### src/sv/tcsb_pkg.sv
// Shared types and constants for the text console screen buffer.
`timescale 1ns / 1ps

package tcsb_pkg;

	// default geometry
	localparam int COLUMNS_DEF = 16;
	localparam int ROWS_DEF    = 4;

	// character codes
	localparam int         CHAR_W     = 8;
	localparam logic [7:0] CHAR_SPACE = 8'h20;
	localparam logic [7:0] CHAR_BLOCK = 8'h7f;

	// operation codes carried on the input tuser
	typedef enum logic [2:0] {
		OP_PUT     = 3'd0,
		OP_NEWLINE = 3'd1,
		OP_CLEAR   = 3'd2,
		OP_MOVE    = 3'd3,
		OP_REFRESH = 3'd4
	} op_t;

	// sequencer states
	typedef enum logic [2:0] {
		ST_INIT,
		ST_IDLE,
		ST_EXEC,
		ST_SCROLL,
		ST_FILL,
		ST_EMIT_RD,
		ST_EMIT_WR,
		ST_RESP
	} state_t;

endpackage

### src/sv/tcsb_ram.sv
// Character store: one write port, one registered read port.
`timescale 1ns / 1ps

module tcsb_ram #(
	parameter int DEPTH = tcsb_pkg::COLUMNS_DEF * tcsb_pkg::ROWS_DEF,
	parameter int AW    = $clog2(DEPTH)
) (
	input  logic                        clk,
	input  logic                        we,
	input  logic [AW-1:0]               waddr,
	input  logic [tcsb_pkg::CHAR_W-1:0] wdata,
	input  logic                        re,
	input  logic [AW-1:0]               raddr,
	output logic [tcsb_pkg::CHAR_W-1:0] rdata
);

	logic [tcsb_pkg::CHAR_W-1:0] mem [DEPTH];

	// write port
	always_ff @(posedge clk) begin
		if (we) begin
			mem[waddr] <= wdata;
		end
	end

	// registered read port
	always_ff @(posedge clk) begin
		if (re) begin
			rdata <= mem[raddr];
		end
	end

endmodule

### src/sv/text_console_screen_buffer.sv
// Top level of the text console screen buffer: sequencer, cursor, dirty marks.
`timescale 1ns / 1ps
//
// Character console engine holding a COLUMNS x ROWS character store.
// Input stream (s_axis): one operation per item, opcode on tuser.
// Output stream (m_axis): one result per item, or COLUMNS results for a
// refresh that emits a row; tlast marks the final result of an item.
// cursor_shown is written through cfg_we / cfg_wdata; the user must write it only
// while no item is in flight, as the block itself does not enforce this.
// Steps per item after accept: move, put without scroll, refresh with nothing
// to send and unknown opcodes go straight to the result; a newline without
// scroll blanks its new row one cell a cycle; a scroll (put or newline) copies
// the rows below the top up by one row, the single write port moving one cell a
// cycle, then blanks the bottom row; clear blanks every cell; a refresh that
// emits reads, then loads, each character of the row in turn.
// The block takes one item at a time; s_axis_tready is high only when idle.
// After reset the store is filled with spaces while s_axis_tready is low.
// A stalled receiver holds the output register and the sequencer waits on it;
// nothing is dropped.

module text_console_screen_buffer #(
	parameter int COLUMNS = tcsb_pkg::COLUMNS_DEF,
	parameter int ROWS    = tcsb_pkg::ROWS_DEF
) (
	input  logic        clk,
	input  logic        arst_n,
	// cfg: cursor_shown
	input  logic        cfg_we,
	input  logic        cfg_wdata,
	input  logic        s_axis_tvalid,
	output logic        s_axis_tready,
	// [7:0] char_code, [15:8] target_col, [23:16] target_row, [24] blink_phase
	input  logic [31:0] s_axis_tdata,
	// [2:0] opcode
	input  logic [2:0]  s_axis_tuser,
	output logic        m_axis_tvalid,
	input  logic        m_axis_tready,
	// [7:0] char_out, [13:8] out_col, [16:14] out_row, [22:17] cursor_col,
	// [25:23] cursor_row, [26] scrolled
	output logic [31:0] m_axis_tdata,
	// [0] row_sent
	output logic        m_axis_tuser,
	output logic        m_axis_tlast
);

	localparam int CELLS = COLUMNS * ROWS;
	localparam int AW    = $clog2(CELLS);
	localparam int CW    = $clog2(COLUMNS);
	localparam int RW    = $clog2(ROWS);

	localparam logic [AW-1:0] COLS_A    = AW'(COLUMNS);
	localparam logic [AW-1:0] COPY_END  = AW'(CELLS - COLUMNS);
	localparam logic [AW-1:0] CELL_LAST = AW'(CELLS - 1);
	localparam logic [AW-1:0] COL_LASTA = AW'(COLUMNS - 1);
	localparam logic [AW-1:0] BOT_BASE  = AW'((ROWS - 1) * COLUMNS);
	localparam logic [CW-1:0] COL_LAST  = CW'(COLUMNS - 1);
	localparam logic [RW-1:0] ROW_LAST  = RW'(ROWS - 1);
	localparam logic [7:0]    COLS_8    = 8'(COLUMNS);
	localparam logic [7:0]    ROWS_8    = 8'(ROWS);
	localparam logic [RW:0]   ROWS_W    = (RW + 1)'(ROWS);

	tcsb_pkg::state_t state_q, state_d;

	// latched item
	tcsb_pkg::op_t op_q;
	logic [7:0]    ch_q;
	logic [7:0]    tc_q;
	logic [7:0]    tr_q;
	logic          blink_q;

	logic          shown_q;
	logic [CW-1:0] cur_col_q;
	logic [RW-1:0] cur_row_q;
	logic [ROWS-1:0] dirty_q;
	logic          scr_q;
	logic [AW-1:0] cnt_q;
	logic [AW-1:0] base_q;
	logic [AW-1:0] fill_last_q;

	// scroll copy pipeline
	logic          pend_s1;
	logic [AW-1:0] waddr_s1;

	// store ports
	logic          ram_we;
	logic [AW-1:0] ram_waddr;
	logic [7:0]    ram_wdata;
	logic          ram_re;
	logic [AW-1:0] ram_raddr;
	logic [7:0]    ram_rdata;

	// output register
	logic        out_valid_q;
	logic [31:0] out_data_q;
	logic        out_user_q;
	logic        out_last_q;
	logic        out_load;
	logic [31:0] out_data_d;
	logic        out_user_d;
	logic        out_last_d;

	logic          accept;
	logic          out_free;
	logic [RW-1:0] trr;
	logic          tr_ok;
	logic          show_row;
	logic [AW-1:0] put_addr;
	logic          copy_issue;
	logic [CW-1:0] emit_col;
	logic          emit_last;
	logic [7:0]    emit_char;

	assign accept     = s_axis_tvalid && s_axis_tready;
	assign out_free   = !out_valid_q || m_axis_tready;
	assign trr        = tr_q[RW-1:0];
	assign tr_ok      = tr_q < ROWS_8;
	assign show_row   = tr_ok && (dirty_q[trr] || (shown_q && trr == cur_row_q));
	assign put_addr   = AW'(cur_row_q) * COLS_A + AW'(cur_col_q);
	assign copy_issue = cnt_q != COPY_END;
	assign emit_col   = cnt_q[CW-1:0];
	assign emit_last  = emit_col == COL_LAST;

	// displayed character: control codes as space, blinking cursor cell
	always_comb begin
		emit_char = (ram_rdata < tcsb_pkg::CHAR_SPACE) ? tcsb_pkg::CHAR_SPACE : ram_rdata;
		if (emit_col == cur_col_q && trr == cur_row_q && shown_q && blink_q) begin
			emit_char = tcsb_pkg::CHAR_BLOCK;
		end
	end

	tcsb_ram #(
		.DEPTH(CELLS),
		.AW   (AW)
	) u_ram (
		.clk  (clk),
		.we   (ram_we),
		.waddr(ram_waddr),
		.wdata(ram_wdata),
		.re   (ram_re),
		.raddr(ram_raddr),
		.rdata(ram_rdata)
	);

	// state register
	always_ff @(posedge clk or negedge arst_n) begin
		if (!arst_n) begin
			state_q <= tcsb_pkg::ST_INIT;
		end else begin
			state_q <= state_d;
		end
	end

	// next state, store port and output load
	always_comb begin
		state_d    = state_q;
		ram_we     = 1'b0;
		ram_waddr  = base_q + cnt_q;
		ram_wdata  = tcsb_pkg::CHAR_SPACE;
		ram_re     = 1'b0;
		ram_raddr  = base_q + cnt_q;
		out_load   = 1'b0;
		out_data_d = '0;
		out_user_d = 1'b0;
		out_last_d = 1'b1;
		s_axis_tready = 1'b0;
		case (state_q)
			tcsb_pkg::ST_INIT: begin
				ram_we    = 1'b1;
				ram_waddr = cnt_q;
				if (cnt_q == CELL_LAST) begin
					state_d = tcsb_pkg::ST_IDLE;
				end
			end
			tcsb_pkg::ST_IDLE: begin
				s_axis_tready = 1'b1;
				if (accept) begin
					state_d = tcsb_pkg::ST_EXEC;
				end
			end
			tcsb_pkg::ST_EXEC: begin
				state_d = tcsb_pkg::ST_RESP;
				case (op_q)
					tcsb_pkg::OP_PUT: begin
						ram_we    = 1'b1;
						ram_waddr = put_addr;
						ram_wdata = ch_q;
						if (cur_col_q == COL_LAST && cur_row_q == ROW_LAST) begin
							state_d = tcsb_pkg::ST_SCROLL;
						end
					end
					tcsb_pkg::OP_NEWLINE: begin
						state_d = (cur_row_q == ROW_LAST) ? tcsb_pkg::ST_SCROLL
							: tcsb_pkg::ST_FILL;
					end
					tcsb_pkg::OP_CLEAR: begin
						state_d = tcsb_pkg::ST_FILL;
					end
					tcsb_pkg::OP_REFRESH: begin
						if (show_row) begin
							state_d = tcsb_pkg::ST_EMIT_RD;
						end
					end
					default: begin
						state_d = tcsb_pkg::ST_RESP;
					end
				endcase
			end
			tcsb_pkg::ST_SCROLL: begin
				// read a row below, write the cell read in the previous cycle
				ram_we    = pend_s1;
				ram_waddr = waddr_s1;
				ram_wdata = ram_rdata;
				ram_re    = copy_issue;
				ram_raddr = cnt_q + COLS_A;
				if (!copy_issue) begin
					state_d = tcsb_pkg::ST_FILL;
				end
			end
			tcsb_pkg::ST_FILL: begin
				ram_we = 1'b1;
				if (cnt_q == fill_last_q) begin
					state_d = tcsb_pkg::ST_RESP;
				end
			end
			tcsb_pkg::ST_EMIT_RD: begin
				ram_re  = 1'b1;
				state_d = tcsb_pkg::ST_EMIT_WR;
			end
			tcsb_pkg::ST_EMIT_WR: begin
				out_data_d = {5'd0, scr_q, 3'(cur_row_q), 6'(cur_col_q), 3'(trr),
					6'(emit_col), emit_char};
				out_user_d = 1'b1;
				out_last_d = emit_last;
				if (out_free) begin
					out_load = 1'b1;
					state_d  = emit_last ? tcsb_pkg::ST_IDLE : tcsb_pkg::ST_EMIT_RD;
				end
			end
			tcsb_pkg::ST_RESP: begin
				out_data_d = {5'd0, scr_q, 3'(cur_row_q), 6'(cur_col_q), 17'd0};
				if (out_free) begin
					out_load = 1'b1;
					state_d  = tcsb_pkg::ST_IDLE;
				end
			end
			default: begin
				state_d = tcsb_pkg::ST_IDLE;
			end
		endcase
	end

	// item latch
	always_ff @(posedge clk) begin
		if (accept) begin
			op_q    <= tcsb_pkg::op_t'(s_axis_tuser);
			ch_q    <= s_axis_tdata[7:0];
			tc_q    <= s_axis_tdata[15:8];
			tr_q    <= s_axis_tdata[23:16];
			blink_q <= s_axis_tdata[24];
		end
	end

	// configuration register
	always_ff @(posedge clk or negedge arst_n) begin
		if (!arst_n) begin
			shown_q <= 1'b0;
		end else if (cfg_we) begin
			shown_q <= cfg_wdata;
		end
	end

	// cursor, dirty marks, sweep counter
	always_ff @(posedge clk or negedge arst_n) begin
		if (!arst_n) begin
			cur_col_q   <= '0;
			cur_row_q   <= '0;
			dirty_q     <= '1;
			scr_q       <= 1'b0;
			cnt_q       <= '0;
			base_q      <= '0;
			fill_last_q <= '0;
		end else begin
			case (state_q)
				tcsb_pkg::ST_INIT: begin
					cnt_q <= (cnt_q == CELL_LAST) ? '0 : cnt_q + 1'b1;
				end
				tcsb_pkg::ST_IDLE: begin
					if (accept) begin
						scr_q <= 1'b0;
						cnt_q <= '0;
					end
				end
				tcsb_pkg::ST_EXEC: begin
					case (op_q)
						tcsb_pkg::OP_PUT: begin
							if (cur_col_q == COL_LAST && cur_row_q == ROW_LAST) begin
								// last cell filled: the scroll marks every row
								cur_col_q <= '0;
								scr_q     <= 1'b1;
								dirty_q   <= '1;
							end else begin
								dirty_q[cur_row_q] <= 1'b1;
								if (cur_col_q == COL_LAST) begin
									cur_col_q <= '0;
									cur_row_q <= cur_row_q + 1'b1;
								end else begin
									cur_col_q <= cur_col_q + 1'b1;
								end
							end
						end
						tcsb_pkg::OP_NEWLINE: begin
							cur_col_q <= '0;
							if (cur_row_q == ROW_LAST) begin
								scr_q   <= 1'b1;
								dirty_q <= '1;
							end else begin
								cur_row_q <= cur_row_q + 1'b1;
								dirty_q[cur_row_q + 1'b1] <= 1'b1;
								base_q      <= AW'(cur_row_q + 1'b1) * COLS_A;
								fill_last_q <= COL_LASTA;
							end
						end
						tcsb_pkg::OP_CLEAR: begin
							dirty_q     <= '1;
							cur_col_q   <= '0;
							cur_row_q   <= '0;
							base_q      <= '0;
							fill_last_q <= CELL_LAST;
						end
						tcsb_pkg::OP_MOVE: begin
							cur_col_q <= (tc_q >= COLS_8) ? COL_LAST : tc_q[CW-1:0];
							cur_row_q <= (tr_q >= ROWS_8) ? ROW_LAST : tr_q[RW-1:0];
						end
						tcsb_pkg::OP_REFRESH: begin
							if (show_row) begin
								dirty_q[trr] <= 1'b0;
								base_q       <= AW'(trr) * COLS_A;
							end
						end
						default: begin
							cnt_q <= '0;
						end
					endcase
				end
				tcsb_pkg::ST_SCROLL: begin
					if (copy_issue) begin
						cnt_q <= cnt_q + 1'b1;
					end else begin
						cnt_q       <= '0;
						base_q      <= BOT_BASE;
						fill_last_q <= COL_LASTA;
					end
				end
				tcsb_pkg::ST_FILL: begin
					cnt_q <= cnt_q + 1'b1;
				end
				tcsb_pkg::ST_EMIT_WR: begin
					if (out_load) begin
						cnt_q <= cnt_q + 1'b1;
					end
				end
				default: begin
					cnt_q <= cnt_q;
				end
			endcase
		end
	end

	// scroll copy stage
	always_ff @(posedge clk or negedge arst_n) begin
		if (!arst_n) begin
			pend_s1 <= 1'b0;
		end else begin
			pend_s1 <= (state_q == tcsb_pkg::ST_SCROLL) && copy_issue;
		end
	end

	always_ff @(posedge clk) begin
		waddr_s1 <= cnt_q;
	end

	// output register
	always_ff @(posedge clk or negedge arst_n) begin
		if (!arst_n) begin
			out_valid_q <= 1'b0;
		end else if (out_load) begin
			out_valid_q <= 1'b1;
		end else if (m_axis_tready) begin
			out_valid_q <= 1'b0;
		end
	end

	always_ff @(posedge clk) begin
		if (out_load) begin
			out_data_q <= out_data_d;
			out_user_q <= out_user_d;
			out_last_q <= out_last_d;
		end
	end

	assign m_axis_tvalid = out_valid_q;
	assign m_axis_tdata  = out_data_q;
	assign m_axis_tuser  = out_user_q;
	assign m_axis_tlast  = out_last_q;

`ifndef NO_ASSERTIONS
	// a waiting result is never overwritten
	a_no_overwrite: assert property (@(posedge clk) disable iff (!arst_n)
		out_load |-> (!out_valid_q || m_axis_tready))
		else $error("output register overwritten");

	// the cursor row stays on screen
	a_row_range: assert property (@(posedge clk) disable iff (!arst_n)
		{1'b0, cur_row_q} < ROWS_W)
		else $error("cursor row out of range");

	// one item at a time
	a_busy_after_accept: assert property (@(posedge clk) disable iff (!arst_n)
		accept |=> !s_axis_tready)
		else $error("item accepted while busy");

	// a copy write only follows a copy read
	a_copy_order: assert property (@(posedge clk) disable iff (!arst_n)
		pend_s1 |-> $past(state_q == tcsb_pkg::ST_SCROLL))
		else $error("copy write without read");
`endif

endmodule
### config.mk
export PLATFORM = sky130hd
export DESIGN_NAME = text_console_screen_buffer
export DESIGN_NICKNAME = d
export VERILOG_FILES = /design/src/sv/tcsb_pkg.sv /design/src/sv/tcsb_ram.sv /design/src/sv/text_console_screen_buffer.sv
export SDC_FILE = /design/constraint.sdc
export NUM_CORES = 1
export LEC_CHECK = 0
export BUFFER_PORTS_ARGS = -buffer_cell sky130_fd_sc_hd__buf_4
export CORE_ASPECT_RATIO = 0.6
export CORE_MARGIN = 4
export CORE_UTILIZATION = 55
export DETAILED_ROUTE_END_ITERATION = 10
export HOLD_SLACK_MARGIN = 0.02
export PLACE_DENSITY = 0.72
export SETUP_SLACK_MARGIN = 0.2
export SYNTH_ARGS = -nofsm -noshare
export SYNTH_HDL_FRONTEND = slang
export SYNTH_SLANG_ARGS = --single-unit
### constraint.sdc
create_clock -name clk -period 4.7 [get_ports clk]
set_input_delay 0 -clock clk [delete_from_list [all_inputs] [get_ports clk]]
set_output_delay 0 -clock clk [all_outputs]
set_load 0.01 [all_outputs]
; ---- Yosys cells after proc, flatten, opt, wreduce, memory -nomap -nowiden
; Memories as Yosys holds them, arrays and structs flattened. A register that Yosys moved wholly into a read port is not among the register bits.
; Index checks and enable logic that the tools add are counted.
[totals]
ff_bits = 103
ram_bits = 512
in_bits = 41
output_inout_bits = 36
elab_cells = 187
n_memories = 1
[op_classes]
add_sub_neg = 7
magnitude_cmp = 10
eq_ne = 38
muxes = 72
bitwise_logic = 4
n_reduce_logical = 35
[memory_table]
columns = name, words, word_bits, read_ports, rd_ports_with_merged_regs, write_ports, line
row1 = u_ram.mem, 64, 8, 1, 1, 1, tcsb_ram.sv:17  ; logic [tcsb_pkg::CHAR_W-1:0] mem [DEPTH];
[ops]
columns = operator, count
row1 = 2-to-1 mux 6 bit, 12
row2 = case mux 27 bit (2 select lines), 1
row3 = case mux 6 bit (2 select lines), 3
row4 = case mux 6 bit (3 select lines), 2
row5 = case mux 6 bit (6 select lines), 1
row6 = 2-to-1 mux 3 bit, 9
row7 = 2-to-1 mux 4 bit, 6
row8 = 2-to-1 mux 8 bit, 3
row9 = inequality test 2 bit (second input constant), 12
row10 = case mux 3 bit (8 select lines), 1
row11 = 2-to-1 mux 1 bit, 16
row12 = case mux 4 bit (4 select lines), 1
row13 = case mux 8 bit (2 select lines), 1
row14 = equality test 3 bit (second input constant), 5
row15 = AND reduction 5 bit, 3
row16 = equality test 3 x 2 -> 1 bit (second input constant), 4
row17 = inequality test 3 bit (second input constant), 4
row18 = case mux 3 bit (4 select lines), 1
row19 = case mux 4 bit (3 select lines), 1
row20 = logical AND 1 bit, 11
row21 = 2-to-1 mux 2 bit, 5
row22 = less-than comparator 2 x 3 -> 1 bit (second input constant), 3
row23 = equality test 4 bit (second input constant), 2
row24 = >= comparator 8 x 3 -> 1 bit (second input constant), 1
row25 = other kinds (40), 58

; ---- Longest topological paths before layout
; Gate-level depths: netlist (run 1).
[depth]
ltp_word = 8
ltp_mapped = 11
depth_no_buf = 7

; ---- Hierarchy
; From an unflattened synthesis (run 1), not the netlist that was laid out.
[hier_totals]
hier_cells = 1361
area_unflattened_um2 = 24574.8
[by_module_without_submodules]
columns = module, n_inst, cells_each, area_per_inst_um2, seq_area_each_um2
row1 = tcsb_ram, 1, 959, 20199.4, 15615.0
row2 = text_console_screen_buffer, 1, 402, 4375.4, 2332.2

; ---- Least setup slack after synthesis (run 1)
; Ideal clock, no wire load.
[synth_path]
kind = register -> register
startpoint = register state_q[2]
endpoint = memory u_ram.mem[0][6] in the netlist's numbering (data pin)
setup_ns = 0.703
arrival_time_ns = 3.436
required_time_ns = 3.997
slack_ns = 0.561
stages_incl_launch_ff = 4
period_less_slack_ns = 4.139
path_cell_list = dfrtp_1 > buf_4 > nand3b_2 > o21ai_0
[synth_via]
elab_chain_len = 2
elab_cells_between_ends = 3
cone_classes = eq/ne (2) / mux (1)
[synth_lines]
columns = item, line
row1 = "start, declared", text_console_screen_buffer.sv:62  ; tcsb_pkg::state_t state_q, state_d;
row2 = "start signal, assigned", text_console_screen_buffer.sv:147  ; state_q <= tcsb_pkg::ST_INIT;
row3 = "start signal, assigned", text_console_screen_buffer.sv:149  ; state_q <= state_d;
row4 = equality test 3 x 2 -> 1 bit, text_console_screen_buffer.sv:166  ; case (state_q)
row5 = case mux 8 bit (2 select lines) (*), text_console_screen_buffer.sv:166
row6 = named net ram_wdata[6], text_console_screen_buffer.sv:87  ; logic [7:0] ram_wdata;
row7 = "end, declared", tcsb_ram.sv:17
; The timed path passes the listed nets; every way through them passes the cells marked *.

; ---- Worst setup path after layout (run 1)
[layout_path]
startpoint = register state_q[1]
endpoint = memory u_ram.mem[14][2] in the netlist's numbering, enable pin
[layout_via]
elab_chain_len = 5
elab_cells_between_ends = 9
cone_classes = eq/ne (3) / mux (4) / reduce/logical (2)
[layout_lines]
columns = item, line
row1 = equality test 3 bit or logical NOT 3 bit (tied branches), text_console_screen_buffer.sv:166
row2 = OR reduction 2 bit (no line), n/a
row3 = case mux 1 bit (3 select lines), text_console_screen_buffer.sv:166
row4 = 2-to-1 mux 1 bit, tcsb_ram.sv:21  ; if (we) begin
row5 = 2-to-1 mux 1 bit (not written as such), tcsb_ram.sv:22  ; mem[waddr] <= wdata;
; Several ways; a longest one is shown, not always the timed one.

==> flow_metrics.py, run 1 <==
metrics = {
    "status": {
        "status": "finished, final reports clean",
    },
    "cts": {
        "cts_sinks": 604,
        "clk_latency_ns": 0.58,
        "numCtsBuffers": 51,
        "post_cts_buffers": 0,
        "htree_levels": 2,
        "path_clk_slew_ns": 0.07,
        "clockBufferDepth": 3,
        "post_cts_resized": 0,
        "cts_root_buf": "clkbuf_16",
        "cts_tree": "yes",
    },
    "setup_path": {
        "crit_path_cell_trace": "and3b_1, a22oi_1, o21a_1, or3_1, nor3_1, buf_4",
        "rr_worst_depth": 6,
        "crit_type": "reg -> reg",
        "r2r_start": "state_q[1]$_DFFE_PN0P_",
        "cpPeakStageDelay_ns": 0.83,
        "worstPathRequired_ns": 4.98,
        "setup.worst_path.end_class": "flop",
        "crit_start": "state_q[1]$_DFFE_PN0P_",
        "crit_arrival_ns": 4.05,
        "crit_fanout": 25,
        "cp_slowest_cell": "dfrtp_1",
        "crit_path_start_kind": "flop",
    },
    "synth": {
        "synthFlopType": "edfxtp_1",
        "yosysWarnings": 0,
        "yosys.area_share.simple": 0.05995,
        "ys_seq_elements": 604,
        "synthArstFlopShare": 0.04470,
        "ys_seq_area_frac": 0.7130,
        "synthXorXnorAreaFrac": 0.003380,
        "synth_cell_types": 90,
        "synth_compound_area_frac": 0.05985,
        "syn_inst": 1385,
        "syn_area_mm2": 0.02517,
        "synthAdderAreaFrac": 0.004971,
        "avgSynthCellArea_um2": 18.17,
        "synth-edff-count": 571,
        "synth_top_family_by_area": "multiplexers",
        "synthMuxAreaShare": 0.1292,
    },
    "floorplan": {
        "die_x_um": 284.2,
        "rows": 60,
        "initial_core_util": 0.5588,
        "coreArea_mm2": 0.04504,
        "dieHeight_um": 173.7,
        "dieArea_mm2": 0.04936,
        "pin_count": 77,
    },
    "power": {
        "p_sw_mw": 5.674,
        "seq_power_share": 0.438,
        "ir_drop_uv": 437.1,
        "total_power_mw": 16.60,
        "p_int_mw": 10.93,
        "power_switching_share": 0.3418,
        "p_comb_frac": 0.317,
        "power_density_mw_per_mm2": 584.6,
        "clock_power_share": 0.245,
        "leakage_nw": 9.361,
    },
    "placed_design": {
        "place_hpwl_mm": 40.01,
        "port_buffers": 58,
        "placed_area_mm2": 0.02648,
        "gp_congestion": 0.9215,
        "dp.cells": 2041,
    },
    "timing": {
        "relSlewSlack": 0.2231,
        "finalSetupTns_ns": 0,
        "tightestPinTransition_ns": 1.165,
        "max_freq_mhz": 265.5,
        "post-route-min-period_ns": 3.767,
        "period_share": 0.8015,
        "finalSetupViolations": 0,
        "final-max-slew-violation-count": 0,
        "grt_setup_unrepaired": "false",
        "finClkSkew_ns": 0.01264,
        "final_hold_viol_count": 0,
    },
    "route": {
        "wl_per_cell_um": 28.32,
        "first_iter_violations": 2248,
        "antenna_left": 0,
        "vias": 14340,
        "drcViolationCount": 0,
        "firstDrtPassIters": 5,
        "drt-total-wl_mm": 61.32,
        "viasPerCell": 6.624,
    },
    "cells_and_area": {
        "fin_util": 0.6304,
        "post_route_cells_drive_above_1_share": 0.2475,
        "nets": 1591,
        "antennaDiodeCount": 0,
        "final_cells": 2165,
        "stdcell_area_mm2": 0.02840,
        "synthToLayoutAreaGrowth_pct": 12.82,
    },
    "min_path": {
        "worstHoldStart": "s_axis_tdata[22]",
        "holdPathStages": 2,
        "hold_path_class": "in -> reg",
    },
    "grt": {
        "grt_use_total": 0.2497,
        "grt_pass1_vias": 13710,
        "grt_pass1_wl_mm": 92.11,
        "grt_overflow": 0,
        "antenna_found_initial": 0,
        "grt_max_degree": 65,
    },
    "flow_run": {
        "maxCapViolations": 0,
    },
}
cell usage after synthesis (5+ instances only):
library cell,number,share of area
a211oi_1,8,0.0024
a21oi_1,30,0.0060
a22o_1,7,0.0024
a22oi_1,19,0.0057
a31oi_1,15,0.0037
a32o_1,9,0.0036
and2_1,9,0.0022
and3_1,5,0.0012
buf_2,24,0.0048
buf_4,33,0.0098
buf_6,15,0.0067
clkbuf_1,16,0.0024
dfrtp_1,23,0.023
dfxtp_1,6,0.0048
edfxtp_1,571,0.68
ha_1,10,0.0050
inv_1,22,0.0033
mux2_2,11,0.0049
mux2i_1,16,0.0064
mux4_1,17,0.018
mux4_2,112,0.10
nand2_1,68,0.010
nand2b_1,8,0.0020
nand3_1,24,0.0048
nor2_1,52,0.0078
nor2b_1,15,0.0037
nor3_1,57,0.011
nor3_2,5,0.0020
o211a_1,6,0.0024
o21a_1,6,0.0018
o21ai_0,32,0.0064
o21ai_1,5,0.00099
o221ai_1,5,0.0017
o22ai_1,7,0.0017
o31ai_1,10,0.0030
critical path: cells and delay by family, from the launching register on:
kind / cells / cell delay (ns)
AOI/OAI and AO/OA: 2 / 0.31
DFF: 1 / 0.83
buffers and inverters: 1 / 0.28
and+or+nand+nor: 3 / 2.04
power groups by stage:
stage                     Combinational (mW)  Clock, mW  Sequential, mW
after floorplan                         3.61          0            7.09
after global placement                  4.98          0            7.35
after detailed placement                5.11          0            7.37
after CTS                               5.16       4.10            7.26
after global routing                    5.58       4.36            7.32
final                                   5.27       4.07            7.27
repair_timing:
item | in CTS | in global routing
hold buffers | 35 | 0
endpoints found under the setup margin | 0 | 0
endpoints found under the hold margin | 58 | 0
area by class of cell:
type	instances	area [um2]
Tap cell	589	737.0
Clock buffer	64	1345
Fill cell	3045	16650
Multi-Input combinational cell	675	6545
Timing Repair Buffer	185	1511
Sequential cell	604	17960
Clock inverter	25	212.7
Inverter	23	86.33
final timing paths:
kind                            slack (ns)                          to
worst min register to register        0.49  fill_last_q[3]$_DFFE_PN0P_
worst max-delay path                  0.93  u_ram.mem[14][2]$_DFFE_PP_
worst max register to register        0.93  u_ram.mem[14][2]$_DFFE_PP_
worst min-delay path                  0.14           tr_q[6]$_DFFE_PP_
max in group asynchronous             4.01        cnt_q[3]$_DFFE_PN0P_
min in group asynchronous             0.52      dirty_q[3]$_DFFE_PN1P_
sequential cells by signal, indices dropped and copies added, names as in the netlist:
register       cells
waddr_s1           6
tr_q               8
m_axis_tlast       1
state_q            3
tc_q               8
pend_s1            1
base_q             2
shown_q            1
fill_last_q        2
cur_row_q          2
ch_q               8
dirty_q            4
u_ram.mem        512
cnt_q              6
scr_q              1
op_q               3
m_axis_tuser       1
u_ram.rdata        8
cur_col_q          4
m_axis_tvalid      1
m_axis_tdata      21
blink_q            1
cell usage in the layout (no fill, tap or decap), drive strengths merged, types with 7 or more instances in the layout:
master and n:
a211oi 8, a21oi 30, a22o 7, a22oi 20, a31oi 18, a32o 9, and2 11, buf 151
clkbuf 64, clkinv 21, conb 11, dfrtp 23, dlygate4sd3 34, edfxtp 571, ha 10, inv 23
mux2 11, mux2i 16, mux4 129, nand2 68, nand2b 8, nand3 28, nand4 7, nor2 52
nor2b 15, nor3 63, o21ai 39, o22ai 7, o31ai 10
cell families after synthesis:
| group | count (synthesis) |
|---|---|
| adder cells (fa/ha/maj) | 10 |
| AND/OR/NAND/NOR | 286 |
| AO/OA/AOI/OAI | 204 |
| XOR/XNOR | 8 |
| other | 1 |
| multiplexers | 156 |
| buffers and inverters | 116 |
| flip-flops | 604 |
through the flow:
stage / setup slack, ns / hold WS (ns)
6_report: 0.9331 / 0.1395
5_1_grt: 0.7976 / 0.1403
3_5_place_dp: 1.070 / -0.04710
2_1_floorplan: 0.5612 / -0.2956
4_1_cts: 1.051 / 0.1210
3_3_place_gp: 1.244 / -0.04964
layer usage:
layer  vias up  share of wire  track usage
met2       978           0.42       0.3391
li1       5927              -            -
met1      7366           0.43       0.4113
met5         -              0            0
met4         0          0.013      0.03737
met3        70           0.13      0.07083
Power figures use the tool's default switching activity.
==> inputs of run 2 (changes only) <==
clock period = 3.95 ns   (was 4.7 ns; I/O delays follow)
==> run 2 against run 1 <==
Register-to-register slack worse by 0.35 ns; sequential power rose by 18%; non-clock buffer count rose by 25; setup slack lost 0.35 ns; cell area is 1.3% higher; first-iteration DRC count down 3.4%; via count hardly changed; combinational power up 23%; highest routed layer unchanged; critical endpoint is now u_ram.mem[33][1]$_DFFE_PP_; largest cell class unchanged; count of clock-buffer cells in the layout shrank 7.
==> flow_metrics.py, run 2 (synthesized netlist as in run 1, its figures left out) <==
metrics = {
    "status": {
        "status": "finished, final reports clean",
    },
    "power": {
        "ir_drop_uv": 443.2,
        "power_density_mw_per_mm2": 704.2,
        "leakage_nw": 9.565,
        "total_power_mw": 20.25,
    },
    "route": {
        "drt-total-wl_mm": 62.33,
        "firstDrtPassIters": 6,
        "viasPerCell": 6.533,
        "first_iter_violations": 2172,
        "wl_per_cell_um": 28.39,
        "antenna_left": 0,
        "drcViolationCount": 0,
        "vias": 14350,
    },
    "timing": {
        "final-max-slew-violation-count": 0,
        "grt_setup_unrepaired": "false",
        "finClkSkew_ns": 0.02727,
        "max_freq_mhz": 297.2,
        "finalSetupViolations": 0,
        "worst_slack_ns": 0.5853,
        "relSlewSlack": 0.2395,
        "tightestPinTransition_ns": 1.136,
        "post-route-min-period_ns": 3.365,
        "period_share": 0.8518,
        "finalSetupTns_ns": 0,
        "final_hold_viol_count": 0,
    },
    "cts": {
        "post_cts_buffers": 0,
        "cts_tree": "yes",
        "cts_root_buf": "clkbuf_16",
        "clockBufferDepth": 3,
        "post_cts_resized": 0,
        "clk_latency_ns": 0.61,
        "htree_levels": 2,
        "numCtsBuffers": 51,
        "cts_sinks": 604,
        "path_clk_slew_ns": 0.07,
    },
    "setup_path": {
        "crit_fanout": 14,
        "setup.worst_path.end_class": "flop",
        "crit_arrival_ns": 3.67,
        "worstPathRequired_ns": 4.25,
        "crit_type": "reg -> reg",
        "crit_path_start_kind": "flop",
    },
    "min_path": {
        "hold_path_class": "in -> reg",
    },
    "cells_and_area": {
        "post_route_cells_drive_above_1_share": 0.2646,
        "nets": 1616,
        "largest_register_ffs": 512,
        "regMostFlops": "u_ram.mem",
        "final_common_cell": "edfxtp_1",
        "layout_common_cells": "edfxtp_1 (571), buf_4 (170), mux4_2 (112)",
        "multi_input_area_mm2": 0.006543,
        "synthToLayoutAreaGrowth_pct": 14.25,
        "fill_cells": 3041,
        "ff_latch_area_mm2": 0.01796,
    },
    "floorplan": {
        "pin_count": 77,
        "dieHeight_um": 173.7,
        "rows": 60,
        "dieArea_mm2": 0.04936,
        "initial_core_util": 0.5588,
        "die_x_um": 284.2,
        "coreArea_mm2": 0.04504,
    },
    "grt": {
        "antenna_found_initial": 0,
        "grt_pass1_vias": 13880,
        "grt_overflow": 0,
        "grt_pass1_wl_mm": 92.61,
        "grt_max_degree": 65,
        "grt_use_total": 0.2511,
    },
    "placed_design": {
        "gp_congestion": 0.9054,
        "port_buffers": 58,
        "place_ws_ns": 0.6799,
        "place_hpwl_mm": 40.25,
    },
    "flow_run": {
        "maxCapViolations": 0,
    },
}
## run 2: cell types whose count changed in the layout (fill, tap and decap cells not counted), moves of 2 or more
cell,change
bufinv_16,+3
clkbuf_8,-2
clkinv_2,+5
clkbuf_1,-5
clkinv_4,+2
buf_12,+3
clkinv_8,+2
buf_4,+22
## run 2: area by class of cell
class / instances / share of cell area
clock buffer: 57 / 0.04516
sequential: 604 / 0.6245
clock inverter: 37 / 0.01366
tap: 589 / 0.02563
antenna: 1 / 0.00008702
timing repair buffer: 210 / 0.06039
inverter: 23 / 0.003002
multi-input combinational: 675 / 0.2275
## run 2: final timing paths
kind,slack [ns],cells after the start,end,start
setup / recovery,0.59,7,u_ram.mem[33][1]$_DFFE_PP_,state_q[1]$_DFFE_PN0P_
max in group asynchronous,3.26,4,cnt_q[3]$_DFFE_PN0P_,arst_n
min in group asynchronous,0.52,3,dirty_q[2]$_DFFE_PN1P_,arst_n
hold / removal,0.12,2,tc_q[5]$_DFFE_PP_,s_axis_tdata[13]
setup reg to reg,0.59,7,u_ram.mem[33][1]$_DFFE_PP_,state_q[1]$_DFFE_PN0P_
hold reg to reg,0.50,2,dirty_q[2]$_DFFE_PN1P_,dirty_q[2]$_DFFE_PN1P_
## run 2: metal layers
metal | up-vias | global-route usage | wire length (um)
li1 | 6004 | - | -
met5 | - | 0 | 0
met3 | 98 | 0.07792 | 8345
met4 | 0 | 0.04739 | 1039
met1 | 7306 | 0.3983 | 26500
met2 | 938 | 0.3480 | 26450
## run 2: through the flow
step,hold slack [ns],cell area (um2),cells,utilization
floorplan,-0.2956,25210,1395,-
global placement,-0.04927,26700,2066,0.5928
detailed placement,-0.04753,26700,2066,0.5928
CTS,0.09507,28750,2195,0.6384
global route,0.1064,28750,2195,0.6384
finish,0.1188,28760,2196,0.6384
## run 2: repair_timing
item / in CTS / in global routing
hold endpoints to repair: 59 / 0
setup endpoints to repair: 0 / 0
hold buffers: 35 / 0
## run 2: power by group
part	switching (mW)	total [mW]	internal [mW]
Combinational	4.14	6.49	2.35
Clock	2.30	5.15	2.84
Sequential	0.516	8.61	8.09
Total	6.96	20.3	13.3
## run 2: critical path, cell delays in order, from the launching register on
cell      delay [ns]
dfrtp_1         0.62
buf_4           0.26
nand2b_1        0.21
o211ai_2        0.15
and2_1          0.23
or2_1           0.46
nor3_1          0.86
buf_4           0.28
